<file path="config.mk">
export PLATFORM = sky130hd
export DESIGN_NAME = utf8_to_utf16_decoder_unit
export DESIGN_NICKNAME = d
export VERILOG_FILES = /design/src/u8u16_pkg.sv /design/src/utf8_to_utf16_decoder_unit.sv /design/src/u8u16_decode.sv
export SDC_FILE = /design/constraint.sdc
export NUM_CORES = 1
export LEC_CHECK = 0
export BUFFER_PORTS_ARGS = -buffer_cell sky130_fd_sc_hd__buf_2
export CAP_MARGIN = 20
export CORE_MARGIN = 4
export CORE_UTILIZATION = 45
export DETAILED_ROUTE_END_ITERATION = 7
export SLEW_MARGIN = 20
export SYNTH_ARGS = -nofsm -noshare
export SYNTH_HDL_FRONTEND = slang
export SYNTH_SLANG_ARGS = --single-unit
</file>
<file path="constraint.sdc">
create_clock -name clock -period 12.6 [get_ports clock]
set_input_delay 1.89 -clock clock [delete_from_list [all_inputs] [get_ports clock]]
set_output_delay 1.89 -clock clock [all_outputs]
set_load 0.02 [all_outputs]
</file>
<file path="src/u8u16_pkg.sv">
package u8u16_pkg;

   // accumulator width: a legal sequence has at most four bytes, 8 + 3*6 bits
   localparam int ACC_W = 26;

   localparam logic [7:0] TRAIL_LO = 8'h80;
   localparam logic [7:0] TRAIL_HI = 8'hBF;
   localparam logic [7:0] LEAD_MIN = 8'hC2;
   localparam logic [7:0] LEAD_MAX = 8'hF4;
   localparam logic [7:0] LEAD_E0 = 8'hE0;
   localparam logic [7:0] LEAD_F0 = 8'hF0;
   localparam logic [7:0] LEAD_F4 = 8'hF4;
   localparam logic [7:0] E0_TRAIL_MIN = 8'hA0;
   localparam logic [7:0] F0_TRAIL_MIN = 8'h90;
   localparam logic [7:0] F4_TRAIL_MAX = 8'h8F;

   localparam logic [ACC_W-1:0] BMP_MAX = ACC_W'(32'h0000_FFFF);
   localparam logic [ACC_W-1:0] CP_MAX = ACC_W'(32'h0010_FFFF);
   localparam logic [ACC_W-1:0] SUPP_BASE = ACC_W'(32'h0001_0000);
   localparam logic [ACC_W-1:0] SURR_MIN = ACC_W'(32'h0000_D800);
   localparam logic [ACC_W-1:0] SURR_MAX = ACC_W'(32'h0000_DFFF);
   localparam logic [15:0] HI_SURR_BASE = 16'hD800;
   localparam logic [15:0] LO_SURR_BASE = 16'hDC00;

   localparam int MAX_RESULTS = 3;

   typedef enum logic [1:0] {
      STAT_UNIT    = 2'd0,
      STAT_DONE    = 2'd1,
      STAT_PARTIAL = 2'd2,
      STAT_ILLEGAL = 2'd3
   } status_type;

   typedef struct packed {
      logic [7:0] byte_in;
      logic       end_of_stream;
   } req_word_type;

   typedef struct packed {
      logic [15:0] code_unit;
      status_type  status;
      logic        last;
   } rsp_word_type;

   // results of one accepted byte, handed from the decoder to the output queue
   typedef struct packed {
      logic [1:0]                       num;
      rsp_word_type [MAX_RESULTS-1:0]   word;
   } dec_out_type;

   // number of trailing bytes announced by a lead byte
   function automatic logic [2:0] trail_count(input logic [7:0] b);
      logic [2:0] n;
      case (b) inside
         [8'h00:8'hBF]: n = 3'd0;
         [8'hC0:8'hDF]: n = 3'd1;
         [8'hE0:8'hEF]: n = 3'd2;
         [8'hF0:8'hF7]: n = 3'd3;
         [8'hF8:8'hFB]: n = 3'd4;
         default:       n = 3'd5;
      endcase
      return n;
   endfunction

   // marker bits removed from the shifted byte sum, per trail count
   function automatic logic [ACC_W-1:0] seq_offset(input logic [2:0] n);
      logic [ACC_W-1:0] r;
      case (n)
         3'd0:    r = ACC_W'(32'h0000_0000);
         3'd1:    r = ACC_W'(32'h0000_3080);
         3'd2:    r = ACC_W'(32'h000E_2080);
         3'd3:    r = ACC_W'(32'h03C8_2080);
         3'd4:    r = ACC_W'(32'hFA08_2080);
         3'd5:    r = ACC_W'(32'h8208_2080);
         default: r = '0;
      endcase
      return r;
   endfunction

endpackage

</file>
<file path="src/utf8_to_utf16_decoder_unit.sv">
// channel   direction  handshake           word
// req_      in         req_valid/req_stall req_word_type: byte_in, end_of_stream
// rsp_      out        rsp_valid/rsp_stall rsp_word_type: code_unit, status, last
// csr_      in         csr_valid/csr_ready strict_mode, 1 bit
//
// one byte is taken per cycle unless req_stall; its zero to three result words leave
// one per cycle unless rsp_stall, from a three-entry output queue.
// the decoder state and the byte's results are settled in the cycle of acceptance.
// synchronous reset clears the sequence state, the queue and sets strict_mode.
// req_stall rises while the queue holds more than the word leaving this cycle.
// after an illegal sequence or end of stream, bytes are taken and dropped until reset.
module utf8_to_utf16_decoder_unit
   import u8u16_pkg::*;
(
   input  logic         clock,
   input  logic         reset,
   input  logic         req_valid,
   output logic         req_stall,
   input  req_word_type req_data,
   output logic         rsp_valid,
   input  logic         rsp_stall,
   output rsp_word_type rsp_data,
   input  logic         csr_valid,
   output logic         csr_ready,
   input  logic         csr_data
);

   logic                           strict_ff;
   rsp_word_type [MAX_RESULTS-1:0] q_ff, q_in;
   logic [1:0]                     cnt_ff, cnt_in;
   logic                           accept;
   logic                           take;
   dec_out_type                    dec;

   // handshakes
   assign take      = rsp_valid && !rsp_stall;
   assign req_stall = !((cnt_ff == 2'd0) || (cnt_ff == 2'd1 && !rsp_stall));
   assign accept    = req_valid && !req_stall;
   assign csr_ready = 1'b1;

   u8u16_decode u_decode (
      .clock  (clock),
      .reset  (reset),
      .accept (accept),
      .strict (strict_ff),
      .word   (req_data),
      .dec    (dec)
   );

   // output queue: shift out at the head, load when it drains
   always_comb begin
      q_in   = q_ff;
      cnt_in = cnt_ff;
      if (take) begin
         q_in[0] = q_ff[1];
         q_in[1] = q_ff[2];
         cnt_in  = cnt_ff - 2'd1;
      end
      if (accept) begin
         q_in   = dec.word;
         cnt_in = dec.num;
      end
   end

   always_ff @(posedge clock) begin
      if (reset) begin
         cnt_ff <= 2'd0;
      end else begin
         cnt_ff <= cnt_in;
      end
   end

   always_ff @(posedge clock) begin
      q_ff <= q_in;
   end

   // strict mode register
   always_ff @(posedge clock) begin
      if (reset) begin
         strict_ff <= 1'b1;
      end else if (csr_valid && csr_ready) begin
         strict_ff <= csr_data;
      end
   end

   assign rsp_valid = (cnt_ff != 2'd0);
   assign rsp_data  = q_ff[0];

endmodule

</file>
<file path="src/u8u16_decode.sv">
module u8u16_decode
   import u8u16_pkg::*;
(
   input  logic         clock,
   input  logic         reset,
   input  logic         accept,
   input  logic         strict,
   input  req_word_type word,
   output dec_out_type  dec
);

   logic [7:0]       lead_ff, lead_in;
   logic [2:0]       needed_ff, needed_in;
   logic [2:0]       seen_ff, seen_in;
   logic [7:0]       first_ff, first_in;
   logic             bad_ff, bad_in;
   logic [ACC_W-1:0] acc_ff, acc_in;
   logic             halted_ff, halted_in;

   logic [2:0]       needed;
   logic             done;
   logic             legal;
   logic             illegal;
   logic [ACC_W-1:0] ch;
   logic [ACC_W-1:0] supp;
   logic [1:0]       unit_n;
   logic [15:0]      unit0, unit1;
   logic [1:0]       idx;

   // sequence gathering: lead byte opens, trail bytes shift in
   always_comb begin
      lead_in   = lead_ff;
      needed_in = needed_ff;
      seen_in   = seen_ff;
      first_in  = first_ff;
      bad_in    = bad_ff;
      acc_in    = acc_ff;
      needed    = needed_ff;
      done      = 1'b0;
      if (needed_ff == 3'd0) begin
         lead_in  = word.byte_in;
         needed   = trail_count(word.byte_in);
         seen_in  = 3'd0;
         first_in = 8'd0;
         bad_in   = 1'b0;
         acc_in   = ACC_W'(word.byte_in);
         done     = (needed == 3'd0);
         needed_in = needed;
      end else begin
         acc_in = {acc_ff[ACC_W-7:0], 6'b0} + ACC_W'(word.byte_in);
         if (seen_ff == 3'd0) begin
            first_in = word.byte_in;
         end else if (word.byte_in < TRAIL_LO || word.byte_in > TRAIL_HI) begin
            bad_in = 1'b1;
         end
         seen_in = seen_ff + 3'd1;
         done    = (seen_in >= needed);
      end
      if (done) begin
         needed_in = 3'd0;
         seen_in   = 3'd0;
      end
   end

   // legality of the completed sequence
   always_comb begin
      legal = 1'b1;
      if (needed > 3'd3) begin
         legal = 1'b0;
      end
      if (needed >= 3'd1) begin
         if (first_in < TRAIL_LO || first_in > TRAIL_HI) legal = 1'b0;
         if (bad_in) legal = 1'b0;
         if (lead_in == LEAD_E0 && first_in < E0_TRAIL_MIN) legal = 1'b0;
         if (lead_in == LEAD_F0 && first_in < F0_TRAIL_MIN) legal = 1'b0;
         if (lead_in == LEAD_F4 && first_in > F4_TRAIL_MAX) legal = 1'b0;
      end
      if (lead_in >= TRAIL_LO && lead_in < LEAD_MIN) legal = 1'b0;
      if (lead_in > LEAD_MAX) legal = 1'b0;
   end

   // code point and its utf-16 units
   assign ch   = acc_in - seq_offset(needed);
   assign supp = ch - SUPP_BASE;

   always_comb begin
      illegal = 1'b0;
      unit_n  = 2'd0;
      unit0   = 16'd0;
      unit1   = 16'd0;
      if (done) begin
         if (!legal) begin
            illegal = 1'b1;
         end else if (ch <= BMP_MAX) begin
            if (strict && ch >= SURR_MIN && ch <= SURR_MAX) begin
               illegal = 1'b1;
            end else begin
               unit_n = 2'd1;
               unit0  = ch[15:0];
            end
         end else if (ch > CP_MAX) begin
            illegal = 1'b1;
         end else begin
            unit_n = 2'd2;
            unit0  = HI_SURR_BASE + {6'd0, supp[19:10]};
            unit1  = LO_SURR_BASE + {6'd0, supp[9:0]};
         end
      end
   end

   // result words for this byte, last flag on the final one
   always_comb begin
      dec     = '0;
      idx     = unit_n;
      if (illegal) begin
         dec.num            = 2'd1;
         dec.word[0].status = STAT_ILLEGAL;
      end else begin
         dec.word[0].code_unit = unit0;
         dec.word[1].code_unit = unit1;
         dec.num = unit_n;
         if (word.end_of_stream) begin
            dec.word[idx].code_unit = 16'd0;
            dec.word[idx].status    = done ? STAT_DONE : STAT_PARTIAL;
            dec.num                 = unit_n + 2'd1;
         end
      end
      if (halted_ff) begin
         dec.num = 2'd0;
      end
      for (int i = 0; i < MAX_RESULTS; i++) begin
         dec.word[i].last = (dec.num != 2'd0) && (2'(i) == dec.num - 2'd1);
      end
   end

   assign halted_in = halted_ff | (accept & (illegal | word.end_of_stream));

   // sequence state
   always_ff @(posedge clock) begin
      if (reset) begin
         lead_ff   <= '0;
         needed_ff <= '0;
         seen_ff   <= '0;
         first_ff  <= '0;
         bad_ff    <= 1'b0;
         acc_ff    <= '0;
         halted_ff <= 1'b0;
      end else if (accept && !halted_ff) begin
         lead_ff   <= lead_in;
         needed_ff <= needed_in;
         seen_ff   <= seen_in;
         first_ff  <= first_in;
         bad_ff    <= bad_in;
         acc_ff    <= acc_in;
         halted_ff <= halted_in;
      end
   end

endmodule

</file>
After elaboration in Yosys (flattened, before gate mapping)

Cells that the tools add are included.

Register bits after elaboration: 104
Input port bits: 15
Output and inout port bits: 22
Word-level logic and storage cells: 169

$add $sub $neg: 9
Magnitude comparators: 29
Equal/unequal tests: 11
Mux-type cells: 63
Bitwise operators: 4
Reduce and logical (&&, ||, !) cells: 35

Operators with widths:

| cell                                                                               | number |
|---|---|
| 16-bit 2-to-1 mux                                                                  | 9 |
| 57-bit bitwise mux                                                                 | 2 |
| 26-bit one-hot mux with 4 select lines                                             | 1 |
| 19-bit demux with 2-bit select                                                     | 2 |
| 38-bit 2-to-1 mux                                                                  | 2 |
| 59-bit 2-to-1 mux                                                                  | 1 |
| 26-bit by 16-bit less-or-equal comparator with 1-bit output, second input constant | 2 |
| 8-bit >= comparator, second input constant                                         | 5 |
| 8-bit less-or-equal comparator, second input constant                              | 5 |
| 8-bit less-than comparator, second input constant                                  | 5 |
| 35-bit 2-to-1 mux                                                                  | 1 |
| 15-bit by 11-bit adder with 16-bit output, first input constant                    | 2 |
| 8-bit greater-than comparator, second input constant                               | 4 |
| 3-bit 2-to-1 mux                                                                   | 10 |
| 26-bit by 8-bit adder with 26-bit output                                           | 1 |
| 26-bit by 16-bit >= comparator with 1-bit output, second input constant            | 1 |
| 26-bit by 21-bit greater-than comparator with 1-bit output, second input constant  | 1 |
| 26-bit 2-to-1 mux                                                                  | 1 |
| 26-bit subtractor                                                                  | 1 |
| 8-bit equality test, second input constant                                         | 3 |
| 8-bit 2-to-1 mux                                                                   | 3 |
| 1-bit 2-to-1 mux                                                                   | 20 |
| 2-bit 2-to-1 mux                                                                   | 10 |
| 20-bit by 17-bit subtractor with 20-bit output, second input constant              | 1 |
| other kinds (26)                                                                   | 58 |

Logic depth before layout (Yosys ltp)

Word-level depth: 34
Gate-level depth with buffers: 28
Mapped depth without buffers: 25

Hierarchy

A second synthesis with hierarchy kept.

Cell total of the unflattened synthesis: 763
Area, all modules: 7054.3 sq um

By module, submodules not included:

| module                     | instances | cells each | area an instance (sq um) |
|---|---|---|---|
| u8u16_decode               | 1         | 617        | 4341.7 |
| utf8_to_utf16_decoder_unit | 1         | 146        | 2712.6 |

Worst setup path before layout

No wires, ideal clock.

Path kind: input-to-reg
From: in req_data[7] (netlist bit)
To: reg q_ff, in the netlist rsp_data[0] (data pin)
Data arrival time: 6.939 ns
Setup slack: 5.400 ns
Stages: 24
Buffers on the path: 2
Cell sequence: ha_1 > inv_1 > fa_1 > nand3b_1 > or3_1 > a21oi_1 > ha_1 > or2_2 > a21o_1 > a2111oi_4 > xor2_1 > ha_1 > o21a_1 > a41o_1 > nand3_1 > xnor2_1 > and2_1 > buf_2 > buf_4 > nand2_1 > inv_1 > ha_1 > and3_1 > a221o_1

RTL lines:

| what                 | RTL line                         | RTL |
|---|---|---|
| start, declared      | utf8_to_utf16_decoder_unit.sv:19 | `input req_word_type req_data,` |
| end signal, assigned | utf8_to_utf16_decoder_unit.sv:74 | `q_ff <= q_in;` |
| end, declared        | utf8_to_utf16_decoder_unit.sv:29 | `rsp_word_type [MAX_RESULTS-1:0] q_ff, q_in;` |

==> impl_metrics.yaml <==
yosys:
  synth_edf_count: 36
  ys_ff_latch: 79
  syn_nets: 700
  async_flop_share_pct: 0
  netlist_area_um2: 5490
  netlist_instances: 660
  synth_top_flop_cell: "dfxtp_1"
  synth_cell_types: 82
  seq_area_frac_synth_pct: 35.4
  syn_area_per_cell_um2: 8.32
  yosys_warnings: 0
grt:
  first_global_vias: 4381
  grt_antenna_before_repair: 0
  grt.overflow.total: 0
  grt_pass1_wl_um: 22600
  grt_max_degree: 44
  grtUsageTotal_pct: 19.7
power:
  p_int_w: 0.000630
  netSwitchingFraction_pct: 37.8
  power_w: 0.00101
  comb_power_share_pct: 35.9
  total_leakage_power_nw: 2.20
  power_frac_clock_pct: 25.3
  p_sw_w: 0.000384
  ir_drop_v: 0.0000726
  power_frac_seq_pct: 38.8
  power_density_nw_per_um2: 171
cells_and_area:
  diodes: 0
  nets: 696
  fill_cells: 1157
  drive_above_1_share_pct: 12.0
  area_delta_synth_final_pct: 7.79
clock_network:
  tritoncts: "done"
  cts_made_buffers: 9
  postCtsSetupRepairBufs: 0
  clkSinkCount: 79
  htreeDepth: 3
  clock_latency_ns: 0.34
  cts_max_path_buffers: 2
  ctsResizeCount: 0
  clk_pin_slew_ns: 0.07
  cts_hold_buf: 0
  cts_root_buf: "clkbuf_16"
detailed_routing:
  drt_wl_total_um: 13800
  viasPerCell: 5.83
  num_vias: 4707
  dr.first_iter.drc_count: 348
  wl_per_cell_um: 17.1
  first_pass_iters: 5
  drcViolationCount: 0
  antenna_left: 0
critical_path:
  cpMaxStageDelayCell: "and2_1"
  cp_max_fo: 17
  start_kind: "primary input"
  worstSetupEndpointType: "flip-flop"
  cp_cell_sequence: "buf_2 -> ha_1 -> inv_1 -> fa_1 -> nand3b_1 -> or3_1 -> a21oi_1 -> ha_1 -> or2_2 -> a21o_1 -> a2111oi_4 -> xor2_1 -> ha_1 -> o21a_1 -> a41o_1 -> nand3_1 -> xnor2_1 -> and2_1 -> nand2_1 -> ha_1 -> a21oi_1 -> nand2_2 -> o21ai_0"
  path_class: "in2reg"
  cp.arrival_ns: 8.03
  crit_required_ns: 12.79
  rr_endpoint: "rsp_data[4]$_DFFE_PP_"
  rrSetupSlack_ns: 6.17
  rr_startpoint: "u_decode.acc_ff[0]$_SDFFE_PP0P_"
  crit_start: "req_data[7]"
  rr_worst_depth: 22
  max_stage_delay_ns: 0.50
  cp_common_cell: "ha_1"
placed_design:
  place_ws_ns: 4.54
  gp_congestion: 0.888
  dp_hpwl_um: 10100
  portBuffers: 35
timing:
  setup_viol_count_final: 0
  max_freq_mhz: 127
  hold_viol: 0
  setup_tns_ns: 0
  relSlewSlack_pct: 43.0
  post-route-period-util_pct: 62.3
  skew_ns: 0.0105
  drv_slew: 0
  worst_slack_ns: 4.75
  min_period_ns: 7.85
  tightest_slew_ns: 0.856
  rsz0062_at_grt: "no"
run_status:
  outcome: "complete, no violations"
die:
  rows: 40
  num_io_pins: 37
  fp.dieArea_um2: 14000
  fp.dieH_um: 118
  coreArea_um2: 12000
  initial_core_util_pct: 45.9
  chipWidth_um: 118
hold_path:
  hp-class: "reg2reg"
  hold_depth: 2
  hold_start: "u_decode.lead_ff[7]$_SDFFE_PP0P_"
  worstHoldEndpoint: "u_decode.lead_ff[7]$_SDFFE_PP0P_"
job:
  maxCapViolations: 0
[cell type report]
class	instances	area (um2)	share of cell area (%)
flip-flops and latches	79	1940	32.8
clock buffers	11	254	4.29
clock inverters	5	40.0	0.676
repair buffers	40	233	3.93
multi-input cells	500	3170	53.5
inverters	26	97.6	1.65
well taps	147	184	3.11
[routing by layer]
metal  share of wire [%]  GRT usage, %  vias to the layer above
met5                   0             0                        -
met4                 2.3          7.24                        0
met3                 3.4          2.78                       21
met2                  45          30.9                      107
met1                  49          27.7                     2224
li1                    -             -                     2355
[worst max-delay path by stage]
stage | slack [ns] | end | depth (start not counted)
after CTS | 4.84 | rsp_data[4]$_DFFE_PP_ | 23
after floorplan | 5.40 | rsp_data[0]$_DFFE_PP_ | 24
final | 4.75 | rsp_data[4]$_DFFE_PP_ | 23
after detailed placement | 4.54 | rsp_data[4]$_DFFE_PP_ | 23
after global routing | 4.26 | rsp_data[4]$_DFFE_PP_ | 23
after global placement | 4.74 | rsp_data[4]$_DFFE_PP_ | 23
[logic make-up (layout without fill, tap and decap cells)]
kind of cell | Yosys count | in the layout | share of synthesized area (%)
AO/OA/AOI/OAI | 165 | 165 | 20.1
adder cells (fa/ha/maj) | 25 | 25 | 5.83
XOR/XNOR | 29 | 29 | 4.76
other | 1 | 1 | 0.0683
multiplexers | 9 | 9 | 1.80
flip-flops | 79 | 79 | 35.4
buffers and inverters | 81 | 82 | 7.25
AND/OR/NAND/NOR | 271 | 271 | 24.8
[worst max-delay path, delay by kind of cell]
family	cells	cell delay (ns)
AO/OA/AOI/OAI	7	1.74
XOR/XNOR	2	0.48
adder cells (fa/ha/maj)	5	1.53
AND/OR/NAND/NOR	7	2.14
buffers and inverters	2	0.26
[cell usage after synthesis, types with 8 or more instances]
cell / count / share of area, %
nor2_1: 63 / 4.3
buf_4: 21 / 2.9
nand3_1: 17 / 1.5
nand2_1: 91 / 6.2
nor3_1: 14 / 1.3
a22oi_1: 17 / 2.3
inv_1: 25 / 1.7
o21ai_1: 16 / 1.5
nand2b_1: 8 / 0.91
edfxtp_1: 36 / 20
clkbuf_1: 25 / 1.7
and3_1: 9 / 1.0
nand4_1: 8 / 0.91
ha_1: 24 / 5.5
and2_1: 8 / 0.91
a21oi_1: 53 / 4.8
dfxtp_1: 43 / 16
o21ai_0: 16 / 1.5
nor4_1: 8 / 0.91
xor2_1: 13 / 2.1
xnor2_1: 15 / 2.4
[layout by cell type (no fill, tap or decap), drive strengths merged, types with 5 or more instances in the layout]
master	n
a211oi	5
a21o	5
a21oi	53
a22oi	17
a31oi	6
and2	10
and3	9
buf	40
clkbuf	11
dfxtp	43
edfxtp	36
ha	24
inv	27
mux2i	5
nand2	92
nand2b	8
nand3	17
nand4	8
nor2	63
nor2b	6
nor3	17
nor3b	6
nor4	10
o21ai	34
or3	7
or4	6
xnor2	16
xor2	13
[power by group through the flow]
stage | Combinational (W) | Clock, W | Sequential [W]
final | 0.000364 | 0.000257 | 0.000393
after global routing | 0.000402 | 0.000271 | 0.000402
after CTS | 0.000354 | 0.000261 | 0.000395
after detailed placement | 0.000353 | 0 | 0.000399
after global placement | 0.000348 | 0 | 0.000400
after floorplan | 0.000303 | 0 | 0.000388
[stage by stage]
| step | utilization [%] | hold slack, ns | std cells | area (um2) |
|---|---|---|---|---|
| global route | 49.5 | 0.479 | 808 | 5920 |
| detailed placement | 46.8 | 0.459 | 791 | 5600 |
| CTS | 49.3 | 0.468 | 807 | 5890 |
| global placement | 46.8 | 0.449 | 791 | 5600 |
| finish | 49.5 | 0.467 | 808 | 5920 |
| floorplan | - | 0.437 | 660 | 5490 |
[registers in the layout, summed over array words and instances (netlist names)]
| signal | count |
|---|---|
| cnt_ff | 2 |
| q_ff | 17 |
| rsp_data | 19 |
| strict_ff | 1 |
| u_decode.acc_ff | 20 |
| u_decode.bad_ff | 1 |
| u_decode.first_ff | 4 |
| u_decode.halted_ff | 1 |
| u_decode.lead_ff | 8 |
| u_decode.needed_ff | 3 |
| u_decode.seen_ff | 3 |
(Power assumes the default switching activity.)
